[src/hdl/kvt_pkg.sv]
package kvt_pkg;

   // default sizing, handed to the top level parameters
   localparam int ENTRIES_DEF   = 16;
   localparam int KEY_BYTES_DEF = 8;

   // fixed field widths of the request and response transfers
   localparam int OP_W        = 3;
   localparam int WORD_W      = 64;
   localparam int STATUS_W    = 3;
   localparam int COUNT_W     = 5;
   localparam int REQ_TDATA_W = 136;
   localparam int RSP_TDATA_W = 136;

   typedef enum logic [OP_W-1:0] {
      OP_LOOKUP = 3'd0,
      OP_INSERT = 3'd1,
      OP_REMOVE = 3'd2,
      OP_UPDATE = 3'd3,
      OP_LEAST  = 3'd4
   } op_type;

   typedef enum logic [STATUS_W-1:0] {
      ST_OK       = 3'd0,
      ST_MISSING  = 3'd1,
      ST_REPEATED = 3'd2,
      ST_EMPTY    = 3'd3,
      ST_FULL     = 3'd4
   } status_type;

   typedef enum logic [1:0] {
      S_IDLE,
      S_SCAN,
      S_RESP
   } state_type;

   typedef enum logic [1:0] {
      CMD_INSERT,
      CMD_CLEAR,
      CMD_UPDATE
   } cmd_kind_type;

   // write command broadcast to every slot
   typedef struct packed {
      logic         en;
      cmd_kind_type kind;
   } cmd_type;

   // flags carried by the search probe from slot to slot
   typedef struct packed {
      logic live;
      logic hit;
      logic free_found;
      logic least_found;
   } probe_flags_type;

endpackage

[src/hdl/kvt_cell.sv]
module kvt_cell #(
   parameter int KEY_W    = 64,
   parameter int IDX_W    = 4,
   parameter int CELL_IDX = 0
) (
   input  logic                   clock,
   input  logic                   reset,
   // search key, held steady for the whole scan
   input  logic [KEY_W-1:0]       key_i,
   // probe from the left neighbor
   input  kvt_pkg::probe_flags_type flags_i,
   input  logic [IDX_W-1:0]       hit_idx_i,
   input  logic [kvt_pkg::WORD_W-1:0] hit_value_i,
   input  logic [IDX_W-1:0]       free_idx_i,
   input  logic [KEY_W-1:0]       least_i,
   // probe to the right neighbor
   output kvt_pkg::probe_flags_type flags_o,
   output logic [IDX_W-1:0]       hit_idx_o,
   output logic [kvt_pkg::WORD_W-1:0] hit_value_o,
   output logic [IDX_W-1:0]       free_idx_o,
   output logic [KEY_W-1:0]       least_o,
   // write command
   input  kvt_pkg::cmd_type       cmd_i,
   input  logic [IDX_W-1:0]       cmd_idx_i,
   input  logic [KEY_W-1:0]       cmd_key_i,
   input  logic [kvt_pkg::WORD_W-1:0] cmd_value_i
);
   import kvt_pkg::*;

   localparam logic [IDX_W-1:0] MY_IDX = IDX_W'(CELL_IDX);

   logic                 valid_ff, valid_in;
   logic [KEY_W-1:0]     key_ff, key_in;
   logic [WORD_W-1:0]    value_ff, value_in;

   probe_flags_type      flags_ff, flags_in;
   logic [IDX_W-1:0]     hit_idx_ff, hit_idx_in;
   logic [WORD_W-1:0]    hit_value_ff, hit_value_in;
   logic [IDX_W-1:0]     free_idx_ff, free_idx_in;
   logic [KEY_W-1:0]     least_ff, least_in;

   logic match;
   logic take_free;
   logic take_least;
   logic sel;

   // compare this entry against the passing probe
   always_comb begin
      match      = valid_ff && (key_ff == key_i);
      take_free  = !flags_i.free_found && !valid_ff;
      take_least = valid_ff && (!flags_i.least_found || (key_ff < least_i));

      flags_in.live        = flags_i.live;
      flags_in.hit         = flags_i.hit | match;
      flags_in.free_found  = flags_i.free_found | take_free;
      flags_in.least_found = flags_i.least_found | take_least;
      hit_idx_in   = match ? MY_IDX : hit_idx_i;
      hit_value_in = match ? value_ff : hit_value_i;
      free_idx_in  = take_free ? MY_IDX : free_idx_i;
      least_in     = take_least ? key_ff : least_i;
   end

   // probe stage toward the neighbor
   always_ff @(posedge clock) begin
      if (reset) begin
         flags_ff <= '0;
      end else begin
         flags_ff <= flags_in;
      end
   end

   always_ff @(posedge clock) begin
      hit_idx_ff   <= hit_idx_in;
      hit_value_ff <= hit_value_in;
      free_idx_ff  <= free_idx_in;
      least_ff     <= least_in;
   end

   // apply the broadcast write when it targets this slot
   always_comb begin
      sel      = cmd_i.en && (cmd_idx_i == MY_IDX);
      valid_in = valid_ff;
      key_in   = key_ff;
      value_in = value_ff;
      if (sel) begin
         case (cmd_i.kind)
            CMD_INSERT: begin
               valid_in = 1'b1;
               key_in   = cmd_key_i;
               value_in = cmd_value_i;
            end
            CMD_CLEAR: begin
               valid_in = 1'b0;
            end
            CMD_UPDATE: begin
               value_in = cmd_value_i;
            end
            default: begin
               valid_in = valid_ff;
            end
         endcase
      end
   end

   always_ff @(posedge clock) begin
      if (reset) begin
         valid_ff <= 1'b0;
      end else begin
         valid_ff <= valid_in;
      end
   end

   always_ff @(posedge clock) begin
      key_ff   <= key_in;
      value_ff <= value_in;
   end

   assign flags_o     = flags_ff;
   assign hit_idx_o   = hit_idx_ff;
   assign hit_value_o = hit_value_ff;
   assign free_idx_o  = free_idx_ff;
   assign least_o     = least_ff;

endmodule

[config.mk]
export PLATFORM = sky130hd
export DESIGN_NAME = kvt_cell
export DESIGN_NICKNAME = d
export VERILOG_FILES = /design/src/hdl/kvt_pkg.sv /design/src/hdl/kvt_cell.sv
export SDC_FILE = /design/constraint.sdc
export NUM_CORES = 1
export LEC_CHECK = 0
export ABC_AREA = 1
export BUFFER_PORTS_ARGS = -buffer_cell sky130_fd_sc_hd__buf_2
export CORE_AREA = 3 3 186 188
export CTS_BUF_LIST = sky130_fd_sc_hd__clkbuf_8
export CTS_CLUSTER_DIAMETER = 30
export CTS_CLUSTER_SIZE = 30
export DETAILED_ROUTE_END_ITERATION = 10
export DIE_AREA = 0 0 189 191
export GPL_TIMING_DRIVEN = 0
export PLACE_DENSITY = 0.74
export REMOVE_ABC_BUFFERS = 1
export SYNTH_ARGS = -nofsm -noshare
export SYNTH_HDL_FRONTEND = slang
export SYNTH_SLANG_ARGS = --single-unit
[constraint.sdc]
create_clock -name clock -period 9.5 [get_ports clock]
set_clock_uncertainty 0.2 [all_clocks]
set_input_delay 1.9 -clock clock [delete_from_list [all_inputs] [get_ports clock]]
set_output_delay 1.9 -clock clock [all_outputs]
set_load 0.01 [all_outputs]
; ---- Yosys cells after proc, flatten, opt, wreduce, memory -nomap -nowiden
; Index checks and enable logic that the tools add are counted.
; Widths: inputs -> output; s select.
[word_totals]
reg_bits = 269
word_cells = 36
input_bits = 341
[classes]
order_cmp = 1
muxes = 3
eq_ne = 3
reduce_logical = 15
bitwise_logic = 3
[ops]
columns = op, count
row1 = $mux 64, 2
row2 = $eq 64x64->1, 1
row3 = $lt 64x64->1, 1
row4 = $reduce_and 2->1, 3
row5 = $logic_and 1x1->1, 4
row6 = $logic_not 4->1, 1
row7 = $logic_not 1->1, 3
row8 = $or 1x1->1, 3
row9 = $eq 2x1->1 const B, 1
row10 = $eq 2x2->1 const B, 1
row11 = $logic_not 2->1, 1
row12 = $pmux 1 s2, 1
row13 = $reduce_bool 2->1, 1
row14 = $reduce_or 2->1, 1
row15 = $logic_or 1x1->1, 1

; ---- Depth between registers and ports, before layout
[logic_depth]
depth_word = 4
mapped_depth = 19

; ---- Least setup slack after synthesis
; Ideal clock, no wire load.
[synth_path]
path_kind = input to register
start = in cmd_idx_i[3]
end = reg key_ff[0] (enable)
slack_ns = 2.112
stages = 5
t_required_ns = 8.732
setup_time_ns = 0.568
arrival_time_ns = 6.620
cell_sequence = nor2_1 > nand2_1 > nor3_1 > inv_1 > nor3_1
[synth_between]
elab_chain_len = 3
[synth_lines]
columns = item, line
row1 = start: declaration, kvt_cell.sv:24  ; input logic [IDX_W-1:0] cmd_idx_i,
row2 = $logic_not 4->1, kvt_cell.sv:81  ; sel = cmd_i.en && (cmd_idx_i == MY_IDX);
row3 = $logic_and 1x1->1, kvt_cell.sv:81
row4 = $reduce_and 2->1 (no source line), n/a
row5 = end signal: assignment, kvt_cell.sv:114  ; key_ff <= key_in;
row6 = end: declaration, kvt_cell.sv:33  ; logic [KEY_W-1:0] key_ff, key_in;
; Every way passes these cells.
; A chain may end at the register's enable or synchronous reset.

; ---- Worst setup path in the final report
[layout_path]
start = in least_i[15]
end = reg least_ff[1], in the netlist least_o[1]
[layout_between]
elab_chain_len = 4
[layout_lines]
columns = item, line
row1 = start: declaration, kvt_cell.sv:15  ; input logic [KEY_W-1:0] least_i,
row2 = $lt 64x64->1, kvt_cell.sv:51  ; take_least = valid_ff && (!flags_i.least_found || (key_ff < least_i));
row3 = $logic_or 1x1->1, kvt_cell.sv:51
row4 = $logic_and 1x1->1, kvt_cell.sv:51
row5 = $mux 64, kvt_cell.sv:60  ; least_in = take_least ? key_ff : least_i;
row6 = named net least_in[1], kvt_cell.sv:40  ; logic [KEY_W-1:0] least_ff, least_in;
row7 = end signal: assignment, kvt_cell.sv:76  ; least_ff <= least_in;
row8 = end: declaration, kvt_cell.sv:40
; The timed path passes the listed nets, and every way through them passes these cells.

==> flow_summary.json <==
{
  "post-cts-setup-buffer-count": 0,
  "synthesis.instances": 1290,
  "fp.dieH_um": 191,
  "path_buf_inv": 4,
  "cp-start-kind": "primary input",
  "yosys.area_share.simple_pct": 26.01,
  "rsz0062_at_grt": "false",
  "h-tree-depth": 2,
  "status": "finished clean",
  "cts_root_buf": "clkbuf_8",
  "synth-async-reset-ratio_pct": 0,
  "slowest_delay_ns": 0.75,
  "nFillCells": 3105,
  "grt_max_degree": 66,
  "start_util_pct": 37.31,
  "multiInputGateArea_um2": 4613,
  "ys.flop_type": "dfxtp_1",
  "fin_crit_sh_pct": 53.17,
  "cts_tree": "done",
  "finalHoldViolCount": 0,
  "clkLatencyLatePin_ns": 0.63,
  "pin_count": 481,
  "worstSetupPathType": "in -> reg",
  "p_comb_share_pct": 8.0,
  "clkSinkCount": 269,
  "yosys.area_share.xor_xnor_pct": 1.552,
  "avgSynthCellArea_um2": 9.626,
  "crit_fanout": 65,
  "num-nets-final": 2200,
  "grt-ovfl-total": 0,
  "path_cells": "buf_2 -> inv_1 -> ha_1 -> nand2_1 -> inv_1 -> nand3_1 -> inv_1 -> a21oi_1 -> nand2_1 -> nand2_1 -> nand2_1 -> nand2_1 -> nand2_2 -> nand2_4 -> nand2_4 -> nand2_1 -> nand2_1",
  "finalNonFillerCells": 2305,
  "core_area_um2": 33280,
  "ys_warn_count": 0,
  "worst-endpoint-required_ns": 9.77,
  "numCtsBuffers": 60,
  "grt_pass1_vias": 11020,
  "first_pass_iters": 5,
  "synth_compound_area_share_pct": 3.144,
  "placementRows": 67,
  "yosysUniqueCellTypes": 44,
  "maxSlewHeadroom_pct": 24.80,
  "p_leak_nw": 8.151,
  "syn_area_um2": 12420,
  "max_cap_violations": 0,
  "muxShareOfSynthArea_pct": 0,
  "die_area_um2": 36100,
  "crit_top_cell": "nand2_1",
  "min_path_type": "reg -> reg",
  "seq_area_um2": 6670,
  "grt_pass1_wl_um": 61960,
  "ir_drop_v": 0.0002263,
  "power.share.sequential_pct": 40.9,
  "drt-initial-drc-count": 744,
  "via_per_inst": 4.836,
  "period_needed_ns": 5.051,
  "final_max_slew_viol_count": 0,
  "p_sw_share_pct": 24.71,
  "dp.cells": 2181,
  "critical-path-top-delay-family": "simple AND/OR/NAND/NOR gates",
  "fmax_mhz": 198.0,
  "wl_per_cell_um": 18.40,
  "finalPower_mw": 3.086,
  "cp_data_arrival_time_ns": 5.32,
  "synthToLayoutAreaGrowth_pct": 33.25,
  "end_kind": "register",
  "dp_hpwl_um": 32230,
  "whs_ns": 0.2879,
  "tns_ns": 0,
  "drt-total-wl_um": 42400,
  "synth-adder-area-share_pct": 6.348,
  "gp_congestion": 0.9152,
  "power.internal_mw": 2.324,
  "port_buffers": 480,
  "synth_edf_count": 128,
  "ys_ff_latch": 269,
  "drc_errors": 0,
  "hold_buffers": 0,
  "slowest_stage": "nand2_4",
  "vias": 11150,
  "p_sw_mw": 0.7627,
  "setup_viol": 0,
  "tightestPinTransition_ns": 1.128,
  "antenna_found_initial": 9,
  "die_w_um": 189,
  "clkPwrFrac_pct": 51.1,
  "p_per_area_nw_per_um2": 186.5,
  "drive_gt1_share_pct": 37.01,
  "grt_usage_pct": 22.34,
  "final_antenna_net_count": 0,
  "synth_top_family_by_area": "simple AND/OR/NAND/NOR gates",
  "cts-resized-gates": 0,
  "clk_path_buf_depth": 3,
  "cts.clk_slew.worst_paths_ns": 0.06,
  "ys_seq_area_share_pct": 53.69
}
[path summary, 6_finish.rpt]
kind	start	cells past startpoint	end	slack, ns
worst max-delay path	least_i[15]	17	least_o[1]$_DFF_P_	4.45
worst min-delay path	value_ff[36]$_DFFE_PP_	2	hit_value_o[36]$_DFF_P_	0.29
worst max register to register	key_ff[25]$_DFFE_PP_	13	least_o[1]$_DFF_P_	5.32
worst min register to register	value_ff[36]$_DFFE_PP_	2	hit_value_o[36]$_DFF_P_	0.29
[registers in the layout (all words and copies together) (netlist names)]
signal,flops
key_ff,64
value_ff,64
hit_idx_o,4
hit_value_o,64
flags_o,4
valid_ff,1
free_idx_o,4
least_o,64
[cells in the final DEF, fill, tap and decap left out, types with 8 or more instances in the layout]
cell type     n
clkbuf_8     61
a21oi_1      32
inv_2        10
nor3_1       13
ha_1         63
or2_2        10
nand4_1      87
nor2_1       66
o21ai_0      16
clkinvlp_4    8
nand3_1      32
edfxtp_1    128
diode_2       9
buf_2       480
nand3_2      45
dfxtp_1     140
xnor2_1       9
clkinv_4     11
bufinv_16    12
xor2_1       13
nand2_1     371
inv_1       147
[per-stage QoR]
| stage | setup WS, ns | instance area (um^2) | utilization (%) |
|---|---|---|---|
| 5_1_grt | 4.235 | 16550 | 49.72 |
| 3_5_place_dp | 3.881 | 15010 | 45.09 |
| 3_3_place_gp | -1.283 | 14820 | 44.53 |
| 4_1_cts | 4.544 | 16500 | 49.59 |
| 6_report | 4.449 | 16550 | 49.72 |
| 2_1_floorplan | 2.112 | 11860 | - |
[synthesized netlist by cell type (14+ instances only)]
master / count / share of area [%]
edfxtp_1: 128 / 31
nand4_1: 87 / 4.4
nand3_2: 45 / 3.6
o21ai_0: 16 / 0.64
ha_1: 63 / 6.3
nor2_1: 67 / 2.0
dfxtp_1: 141 / 23
nand3_1: 32 / 1.3
buf_12: 14 / 2.3
a21oi_1: 32 / 1.3
nand2_1: 371 / 11
inv_1: 146 / 4.4
buf_6: 15 / 1.4
nor3_1: 14 / 0.56
[cell type report]
cell class | count | share of cell area [%]
flip-flops and latches | 269 | 40.31
well taps | 448 | 3.388
clock inverters | 53 | 3.978
inverters | 157 | 3.562
repair buffers | 492 | 15.67
multi-input cells | 816 | 27.88
diodes | 9 | 0.1361
clock buffers | 61 | 5.074
[power by group through the flow]
stage          Clock (mW)  Combinational (mW)  Sequential [mW]
2_1_floorplan           0              0.0842             1.30
3_3_place_gp            0               0.238             1.29
3_5_place_dp            0               0.244             1.29
4_1_cts              1.60               0.246             1.26
5_1_grt              1.67               0.273             1.27
6_report             1.58               0.246             1.26
[worst min-delay path, cell delays in order, from the launching register on]
cell and delay, ns:
edfxtp_1 0.32, nand4_1 0.08, nand2_1 0.07
[logic make-up after synthesis]
kind of cell / after synthesis
AND/OR/NAND/NOR: 662
flip-flops: 269
buffers and inverters: 205
AO/OA/AOI/OAI: 69
adder cells (fa/ha/maj): 63
XOR/XNOR: 22
[layer usage]
layer / wire length, um / global-route usage [%] / vias up
met1: 17250 / 28.57 / 5159
li1: - / - / 5335
met4: 1582 / 10.89 / 0
met3: 3438 / 5.171 / 92
met5: 0 / 0 / -
met2: 20130 / 35.75 / 560
Power figures use the tool's default switching activity.
